### src/design/crc24_word_stream_macros.svh
// ---------------------------------------------------------------------------
// crc24_word_stream_macros.svh
// Assertion macros used by the CRC-24 word stream design.
// ---------------------------------------------------------------------------
`ifndef CRC24_WORD_STREAM_MACROS_SVH
`define CRC24_WORD_STREAM_MACROS_SVH

// Same-cycle implication, disabled while reset is asserted
`define CRC24_ASSERT_SAME(label, clk, rst_n, ante, cons, msg) \
  label: assert property (@(posedge clk) disable iff (!rst_n) (ante) |-> (cons)) \
    else $error(msg);

// Next-cycle implication, disabled while reset is asserted
`define CRC24_ASSERT_NEXT(label, clk, rst_n, ante, cons, msg) \
  label: assert property (@(posedge clk) disable iff (!rst_n) (ante) |=> (cons)) \
    else $error(msg);

`endif

### src/design/crc24_pkg.sv
// ---------------------------------------------------------------------------
// crc24_pkg
// Widths, constants and types of the CRC-24 word stream design.
// ---------------------------------------------------------------------------
package crc24_pkg;

  localparam int CrcWidth   = 24;
  localparam int DataWidth  = 32;
  localparam int ByteBits   = 8;
  localparam int CountWidth = 3;
  localparam int WordBytes  = DataWidth / ByteBits;

  // Default number of byte lanes per word
  localparam int BytesPerWordDefault = 4;

  // Generator polynomial after reset (CRC24A), x^24 term implicit
  localparam logic [CrcWidth-1:0] PolyReset = 24'h864CFB;

  typedef logic [CrcWidth-1:0] crc_t;
  typedef logic [ByteBits-1:0] byte_t;

endpackage

### src/design/crc24_lane.sv
// ---------------------------------------------------------------------------
// crc24_lane
// One byte step of the MSB-first CRC-24: folds a byte into a remainder.
// ---------------------------------------------------------------------------
module crc24_lane import crc24_pkg::*; (
  input  crc_t  crc_i,
  input  byte_t byte_i,
  input  crc_t  poly_i,
  output crc_t  crc_o
);

  // Inject the byte at the top, then shift out eight bits
  always_comb begin
    crc_t c;
    c = crc_i ^ {byte_i, {(CrcWidth-ByteBits){1'b0}}};
    for (int b = 0; b < ByteBits; b++) begin
      if (c[CrcWidth-1]) begin
        c = {c[CrcWidth-2:0], 1'b0} ^ poly_i;
      end else begin
        c = {c[CrcWidth-2:0], 1'b0};
      end
    end
    crc_o = c;
  end

endmodule

### src/design/crc24_merge.sv
// ---------------------------------------------------------------------------
// crc24_merge
// Picks the lane result that matches the valid byte count of a word.
// ---------------------------------------------------------------------------
module crc24_merge import crc24_pkg::*; #(
  parameter int NumLanes = BytesPerWordDefault
) (
  input  crc_t                  lane_crc_i [NumLanes+1],
  input  logic [CountWidth-1:0] count_i,
  output crc_t                  merged_o
);

  localparam int SelWidth = $clog2(NumLanes + 1);

  logic [SelWidth-1:0] sel;

  // Saturate the count to the number of lanes
  always_comb begin
    if (int'(count_i) > NumLanes) begin
      sel = SelWidth'(NumLanes);
    end else begin
      sel = SelWidth'(count_i);
    end
  end

  // Entry zero is the untouched remainder, entry k follows k bytes
  assign merged_o = lane_crc_i[sel];

endmodule

### src/design/crc24_word_stream.sv
// ---------------------------------------------------------------------------
// crc24_word_stream
// MSB-first CRC-24, zero init, no final XOR, over words of up to four bytes.
// ---------------------------------------------------------------------------
//
//  port group   direction  handshake                payload
//  ----------   ---------  -----------------------  ------------------------
//  input        in         in_valid_i / in_stall_o  data_word_i, byte_count_i,
//                                                   last_word_i
//  output       out        out_valid_o/out_stall_i  crc_value_o
//  config       in         cfg_we_i                 cfg_data_i
//
//  One word per cycle unless in_stall_o is set; the byte lanes fold a full word
//  into the remainder combinationally, so the remainder loop sets the rate.
//  The CRC appears in the cycle after the last word's transfer.
//  Reset clears the remainder and loads the CRC24A polynomial.
//  The input stalls only while a finished CRC waits in the output register.
// ---------------------------------------------------------------------------
`include "crc24_word_stream_macros.svh"

module crc24_word_stream import crc24_pkg::*; #(
  parameter int BytesPerWord = BytesPerWordDefault
) (
  input  logic                  clk_i,
  input  logic                  rst_ni,
  input  logic                  in_valid_i,
  output logic                  in_stall_o,
  input  logic [DataWidth-1:0]  data_word_i,
  input  logic [CountWidth-1:0] byte_count_i,
  input  logic                  last_word_i,
  output logic                  out_valid_o,
  input  logic                  out_stall_i,
  output logic [CrcWidth-1:0]   crc_value_o,
  input  logic                  cfg_we_i,
  input  logic [CrcWidth-1:0]   cfg_data_i
);

  crc_t  poly_q;
  crc_t  rem_q, rem_d;
  logic  out_valid_q, out_valid_d;
  crc_t  crc_q;
  logic  in_xfer;
  crc_t  merged;
  crc_t  chain [BytesPerWord+1];
  byte_t lane_byte [BytesPerWord];

  // Accept a word unless a CRC is held up at the output
  assign in_stall_o = out_valid_q & out_stall_i;
  assign in_xfer    = in_valid_i & ~in_stall_o;

  // Hold the generator polynomial
  always_ff @(posedge clk_i or negedge rst_ni) begin
    if (!rst_ni) begin
      poly_q <= PolyReset;
    end else if (cfg_we_i) begin
      poly_q <= cfg_data_i;
    end
  end

  // Build the lane chain, lanes above the word read zero bytes
  assign chain[0] = rem_q;
  for (genvar i = 0; i < BytesPerWord; i++) begin : g_lane
    if (i < WordBytes) begin : g_data
      assign lane_byte[i] = data_word_i[i*ByteBits +: ByteBits];
    end else begin : g_zero
      assign lane_byte[i] = '0;
    end
    crc24_lane u_lane (
      .crc_i  (chain[i]),
      .byte_i (lane_byte[i]),
      .poly_i (poly_q),
      .crc_o  (chain[i+1])
    );
  end

  // Merge lanes by byte count
  crc24_merge #(
    .NumLanes (BytesPerWord)
  ) u_merge (
    .lane_crc_i (chain),
    .count_i    (byte_count_i),
    .merged_o   (merged)
  );

  // Advance the remainder, clear it after the last word
  always_comb begin
    rem_d = rem_q;
    if (in_xfer) begin
      rem_d = last_word_i ? '0 : merged;
    end
  end

  // Load the output register on a last word, drop it once transferred
  always_comb begin
    out_valid_d = out_valid_q;
    if (in_xfer && last_word_i) begin
      out_valid_d = 1'b1;
    end else if (!out_stall_i) begin
      out_valid_d = 1'b0;
    end
  end

  always_ff @(posedge clk_i or negedge rst_ni) begin
    if (!rst_ni) begin
      rem_q       <= '0;
      out_valid_q <= 1'b0;
    end else begin
      rem_q       <= rem_d;
      out_valid_q <= out_valid_d;
    end
  end

  always_ff @(posedge clk_i) begin
    if (in_xfer && last_word_i) begin
      crc_q <= merged;
    end
  end

  assign out_valid_o = out_valid_q;
  assign crc_value_o = crc_q;

  // Checks
  `CRC24_ASSERT_NEXT(a_last_clears, clk_i, rst_ni, in_xfer && last_word_i, out_valid_q && rem_q == '0, "last word must load output and clear remainder")
  `CRC24_ASSERT_NEXT(a_crc_loaded, clk_i, rst_ni, in_xfer && last_word_i, crc_q == $past(merged), "output CRC must match merged lane result")
  `CRC24_ASSERT_NEXT(a_empty_word, clk_i, rst_ni, in_xfer && !last_word_i && byte_count_i == '0, rem_q == $past(rem_q), "empty word must leave remainder unchanged")
  `CRC24_ASSERT_SAME(a_stall_cause, clk_i, rst_ni, in_stall_o, out_valid_q, "input stall without a pending CRC")

endmodule
### config.mk
export PLATFORM = sky130hd
export DESIGN_NAME = crc24_word_stream
export DESIGN_NICKNAME = d
export VERILOG_FILES = /design/src/design/crc24_pkg.sv /design/src/design/crc24_lane.sv /design/src/design/crc24_merge.sv /design/src/design/crc24_word_stream.sv
export VERILOG_INCLUDE_DIRS = /design/src /design/src/design
export SDC_FILE = /design/constraint.sdc
export NUM_CORES = 1
export LEC_CHECK = 0
export BUFFER_PORTS_ARGS = -buffer_cell sky130_fd_sc_hd__buf_2
export CAP_MARGIN = 25
export CORE_MARGIN = 2
export CORE_UTILIZATION = 40
export CTS_CLUSTER_DIAMETER = 100
export DETAILED_ROUTE_END_ITERATION = 6
export RECOVER_POWER = 50
export SKIP_CTS_REPAIR_TIMING = 1
export SLEW_MARGIN = 25
export SYNTH_ARGS = -nofsm -noshare
export SYNTH_HDL_FRONTEND = slang
export SYNTH_SLANG_ARGS = --single-unit
export TNS_END_PERCENT = 5
### constraint.sdc
create_clock -name clk_i -period 37.2 [get_ports clk_i]
set_clock_uncertainty 0.05 [all_clocks]
set_input_delay 7.44 -clock clk_i [delete_from_list [all_inputs] [get_ports clk_i]]
set_output_delay 7.44 -clock clk_i [all_outputs]
set_load 0.05 [all_outputs]
== After elaboration in Yosys (flattened, before gate mapping) ==
Cells that the tools add are included.
W data, S select, Z words.

* Eq/ne operators: 1
* Order comparisons: 2
* Bitwise logic cells: 40
* Reduce and logical (&&, ||, !) cells: 1
* Mux-type cells: 39

{| class="wikitable"
|+ Operators by type and width
! cell !! count
|-
| $xor A24 B24 Y24 || 36
|-
| $mux W24 || 35
|-
| $bmux W24 S3 || 1
|-
| $ge A4 B4 Y1 const B || 1
|-
| $not A3 Y4 || 1
|-
| $gt A3 B3 Y1 const B || 1
|-
| $mux W3 || 1
|-
| $and A1 B1 Y1 || 2
|-
| $mux W1 || 2
|-
| $ne A2 B1 Y1 const B || 1
|-
| $logic_and A1 B1 Y1 || 1
|-
| $not A1 Y1 || 1
|}

* Bits in registers: 73

== Longest topological paths before layout ==
* Word-level depth: 72
* Depth in mapped cells: 56
* Gate-level depth less buffers: 44

== Modules after synthesis ==
From an unflattened synthesis, not the netlist that was laid out.

* Cells, all modules: 2190
* Area total of the unflattened synthesis: 17695.7 um2

{| class="wikitable"
|+ Modules (own cells, without submodules)
! module !! seq. area each (um2) !! area each (um2) !! cells an instance !! instances
|-
| crc24_lane || 0.0 || 3500.9 || 480 || 4
|-
| crc24_word_stream || 1963.1 || 2745.1 || 157 || 1
|-
| crc24_merge || 0.0 || 947.2 || 113 || 1
|}

== Least setup slack after synthesis ==
No wires, ideal clock.

* Path type: input port to flip-flop
* Start point: input port data_word_i[5]
* End point: register crc_q[14] (netlist: crc_value_o[14]), data pin
* Library setup time: 0.271 ns
* Path slack: 17.435 ns
* Cell stages on the path: 50
* Arrival time: 19.444 ns
* Path buffers: 8
* Data required time: 36.879 ns
* Cells stage by stage: xnor2_2 xnor2_1 nor2_1 or3_1 nor3_4 nor2_4 mux2i_1 o32a_1 buf_4 xor2_1 mux2i_2 xnor2_2 xor2_2 buf_4 nor2_1 o311ai_2 xnor2_1 o21ai_0 (+14 left out) nor2_1 a2bb2oi_1 xnor3_2 or4_4 nand4_1 nand3_2 and4_1 buf_6 o21a_1 a311o_1 and4_1 buf_2 or2_1 buf_4 buf_2 a32o_1 o32ai_1 mux2i_1

* Word-level cells in the longest chain between the ends: 69
* Elaborated cells on any way between the ends: 70

{| class="wikitable"
|+ Ends and longest elaborated chain
! what !! line !! source
|-
| start: declaration || crc24_word_stream.sv:28 || <nowiki>input logic [DataWidth-1:0] data_word_i,</nowiki>
|-
| $xor A24 B24 Y24 (*) || crc24_lane.sv:15 || <nowiki>c = crc_i ^ {byte_i, {(CrcWidth-ByteBits){1'b0}}};</nowiki>
|-
| $xor A24 B24 Y24 || crc24_lane.sv:18 || <nowiki>c = {c[CrcWidth-2:0], 1'b0} ^ poly_i;</nowiki>
|-
| $mux W24 (*) || crc24_lane.sv:17 || <nowiki>if (c[CrcWidth-1]) begin</nowiki>
|-
| $xor A24 B24 Y24 || crc24_lane.sv:18 ||
|-
| $mux W24 (*) (2 in series) || crc24_lane.sv:17 ||
|-
| $xor A24 B24 Y24 || crc24_lane.sv:18 ||
|-
| $mux W24 (*) || crc24_lane.sv:17 ||
|-
| $xor A24 B24 Y24 || crc24_lane.sv:18 ||
|-
| (+52 left out) || -- ||
|-
| $mux W24 || crc24_lane.sv:17 ||
|-
| $xor A24 B24 Y24 || crc24_lane.sv:18 ||
|-
| $mux W24 || crc24_lane.sv:17 ||
|-
| $xor A24 B24 Y24 || crc24_lane.sv:18 ||
|-
| $mux W24 || crc24_lane.sv:17 ||
|-
| $bmux W24 S3 (*) || crc24_merge.sv:27 || <nowiki>assign merged_o = lane_crc_i[sel];</nowiki>
|-
| $mux W24 (not written as such) (*) (2 in series) || crc24_merge.sv:27 ||
|-
| via merged[14] || crc24_word_stream.sv:43 || <nowiki>crc_t merged;</nowiki>
|-
| end signal: assignment || crc24_word_stream.sv:115 || <nowiki>crc_q <= merged;</nowiki>
|-
| end: declaration || crc24_word_stream.sv:41 || <nowiki>crc_t crc_q;</nowiki>
|}

Mark *: on every way through the listed nets, which the timed path passes. The rest lies on a longest branch. The select of a mux whose other input is x is not followed.
A chain may end at the register's enable or synchronous reset.

== Worst setup path after layout ==
* Start point: input port data_word_i[7]
* End point: register crc_q[23] (netlist: crc_value_o[23]), data pin

* Word-level cells in the longest chain between the ends: 69
* Elaborated cells on any way between the ends: 70

{| class="wikitable"
|+ Ends and longest elaborated chain
! what !! line
|-
| $xor A24 B24 Y24 (*) || crc24_lane.sv:15
|-
| $mux W24 (*) || crc24_lane.sv:17
|-
| $xor A24 B24 Y24 || crc24_lane.sv:18
|-
| $mux W24 (*) || crc24_lane.sv:17
|-
| $xor A24 B24 Y24 || crc24_lane.sv:18
|-
| $mux W24 (*) || crc24_lane.sv:17
|-
| $xor A24 B24 Y24 || crc24_lane.sv:18
|-
| $mux W24 (*) || crc24_lane.sv:17
|-
| (+53 left out) || --
|-
| $mux W24 || crc24_lane.sv:17
|-
| $xor A24 B24 Y24 || crc24_lane.sv:18
|-
| $mux W24 || crc24_lane.sv:17
|-
| $xor A24 B24 Y24 || crc24_lane.sv:18
|-
| $mux W24 || crc24_lane.sv:17
|-
| $bmux W24 S3 (*) || crc24_merge.sv:27
|-
| $mux W24 (not written as such) (*) (2 in series) || crc24_merge.sv:27
|-
| via merged[23] || crc24_word_stream.sv:43
|}

Marked as above.

==> metrics <==
Max Cap Violations=3; #FFs+latches synth=73; Tcrit/Tclk final=about two thirds; dpl hpwl=roughly 60 mm; crit path to=crc_value_o[23]; drt first pass iters=6; Post-synth EDFFs=24; reg2reg end=crc_value_o[23]; CTS tree=yes; slew margin rel.=-101.0%; R2R cell count=47; Reg-to-Reg Start=poly_q[23]; outcome=finished, violations left; Layout area overhead=3.911%; Worst R2R Setup Slack=approximately 19 ns; CTS max path bufs=2; IO Count=roughly 90; grt total ovfl=0; H-tree depth=3; largest net degree at the start of global routing=between 60 and 70; Routed Wire Length=about 83 mm; first-pass GRT wire length=around 130 mm; metal2 WL=around 35 mm; most common library cell in the layout ignoring fill and taps=nand2_1; crit start category=input port; FP Rows=~80; Vias per Instance=between 6 and 7; f_max=just over 40 MHz; crit end category=register; adder-cell share of the synthesized area=0%; gpl congestion=around 0.97; CTS Buf Count=9; NumNets Final=around 2,800; Crit. Startpoint=data_word_i[7]; setup tns final=0 ns; Vias=21,170; final-report max-slew violation count=~120; Non-Filler Instances=3,428; sequential share of the synthesized area=9.709%; async set-reset flop share out of synthesis=67.12%; library cells used by synthesis=120; failing checks=capacitance limit, slew limit; main combinational cell family by area after synthesis=XOR/XNOR gates; Clock Latency Late Sink=about 0.35 ns; Tmin final=around 24 ns; most frequent cells in the layout=nand2_1 (649), xnor2_1 (556), nor2_1 (175); worst hold path class=reg -> reg; Initial Utilization=40.39%; DR WL met3=8.900 mm; Worst-path clk slew=around 0.060 ns; Slowest-stage cell, CP=xnor2_2; DR WL/cell=~24 µm; die footprint=~0.052 mm²; RSZ-0062 raised after global routing=no; slowest stage delay, CP=roughly 0.84 ns; core box area=around 0.050 mm²; die height=228.8 µm; Synth Area in Simple Gates=roughly 22%; Mapped Nets=approximately 2,900; worst endpoint required time=about 37 ns; Root Driver=clkbuf_16; kind of critical path=in -> reg; initial antenna violation count=3; layout cells sized above 1=between 10% and 20%; cell area after synthesis=0.02022 mm²; Die X=about 230 µm; mux cell area share after synthesis=~4.3%; Global Route Usage Sum=between 30 and 40%; drc violations=0; Placed Cells incl. Taps=around 3,400; Most common cell on crit path=xnor2_2; Clock Sinks=73; vias in the first global route=~20,000; IO buf count=90; Avg Synthesized Cell Area=between 7 and 8 µm²; Antenna Violating Nets Remaining=0; Post-Synthesis Cells=roughly 2,800; Routed met1 length=~35 mm; Arr. time, crit path=24.38 ns; ys flop type=dfrtp_1; compound-cell area share of the yosys netlist=a little under a quarter; Yosys warning total=0; post-synthesis xor/xnor area fraction=between 30% and 40%; DR iter-0 viols=a little under 3,000; Critical Path Fanout Max=34; final hold violation count=0; final setup fails=0; Slew @ Worst Pin=between 3 and 4 ns; DR top layer=met5
-- worst min-delay path by stage --
stage                         start   endpoint  slack, ns  cells past startpoint
final                     rem_q[19]  rem_q[19]       0.51                      2
after global routing      rem_q[11]  rem_q[11]       0.54                      2
after CTS                 rem_q[19]  rem_q[19]       0.51                      2
after detailed placement  rem_q[19]  rem_q[19]       0.50                      2
after global placement    rem_q[19]  rem_q[19]       0.48                      2
after floorplan           rem_q[16]  rem_q[16]       0.45                      2
-- cells in the mapped netlist (31+ instances only) --
| cell type | instances | share of area, % |
|---|---|---|
| nor3_1 | 47 | 1.2 |
| buf_6 | 37 | 2.1 |
| mux2i_1 | 48 | 2.4 |
| buf_1 | 35 | 0.65 |
| clkbuf_1 | 132 | 2.5 |
| dfrtp_1 | 36 | 4.5 |
| nand3_1 | 48 | 1.2 |
| o211ai_1 | 40 | 1.5 |
| nor2_1 | 176 | 3.3 |
| inv_1 | 32 | 0.59 |
| a21oi_1 | 123 | 3.0 |
| a211oi_1 | 55 | 2.0 |
| o21ai_0 | 136 | 3.4 |
| xor2_1 | 75 | 3.2 |
| nand2_1 | 649 | 12 |
| a31oi_1 | 31 | 0.96 |
| xnor2_1 | 563 | 24 |
-- metal layers --
| layer | up-vias | global-route usage (%) |
|---|---|---|
| met1 | 10041 | 43.21 |
| met4 | 2 | 12.26 |
| met2 | 1317 | 46.31 |
| met5 | - | 0 |
| met3 | 203 | 5.364 |
| li1 | 9607 | - |
-- logic make-up (layout without fill, tap and decap cells) --
| logic type | Yosys count | in the layout |
|---|---|---|
| DFF | 73 | 73 |
| muxes | 70 | 70 |
| AOI/OAI and AO/OA | 665 | 665 |
| and+or+nand+nor | 1045 | 1045 |
| other | 0 | 1 |
| buffers and inverters | 290 | 205 |
| xor gates and xnor gates | 697 | 697 |
-- registers in the layout (all words and copies together), names as in the netlist --
register,flops
poly_q,24
crc_value_o,24
out_valid_o,1
rem_q,24
-- per-stage QoR --
stage               area (µm²)  util (%)  setup WS, ns  hold WS, ns
detailed placement       20690     41.32         12.91       0.4962
finish                   21010     41.97         12.84       0.5082
global placement         20670     41.29         13.24       0.4776
global route             21010     41.96         12.02       0.5417
CTS                      20990     41.93         13.15       0.5084
floorplan                20220         -         17.43       0.4475
-- layout make-up --
type	instances	area, µm²
inverters	38	142.6
flip-flops and latches	73	1972
well taps	672	840.8
multi-input cells	2477	16840
diodes	1	2.502
repair buffers	151	907.1
clock inverters	7	76.32
clock buffers	9	225.2
fillers	5192	29060
-- critical path: cells and delay by family --
family,cells,cell delay (ns)
xor+xnor,13,5.71
simple gates,13,4.96
compound gates,15,4.12
buf+inv,4,1.11
mux,2,0.94
Power is left out: the tool's default activity adds up to more than one toggle a clock period on the data nets, which glitch-free logic cannot reach.
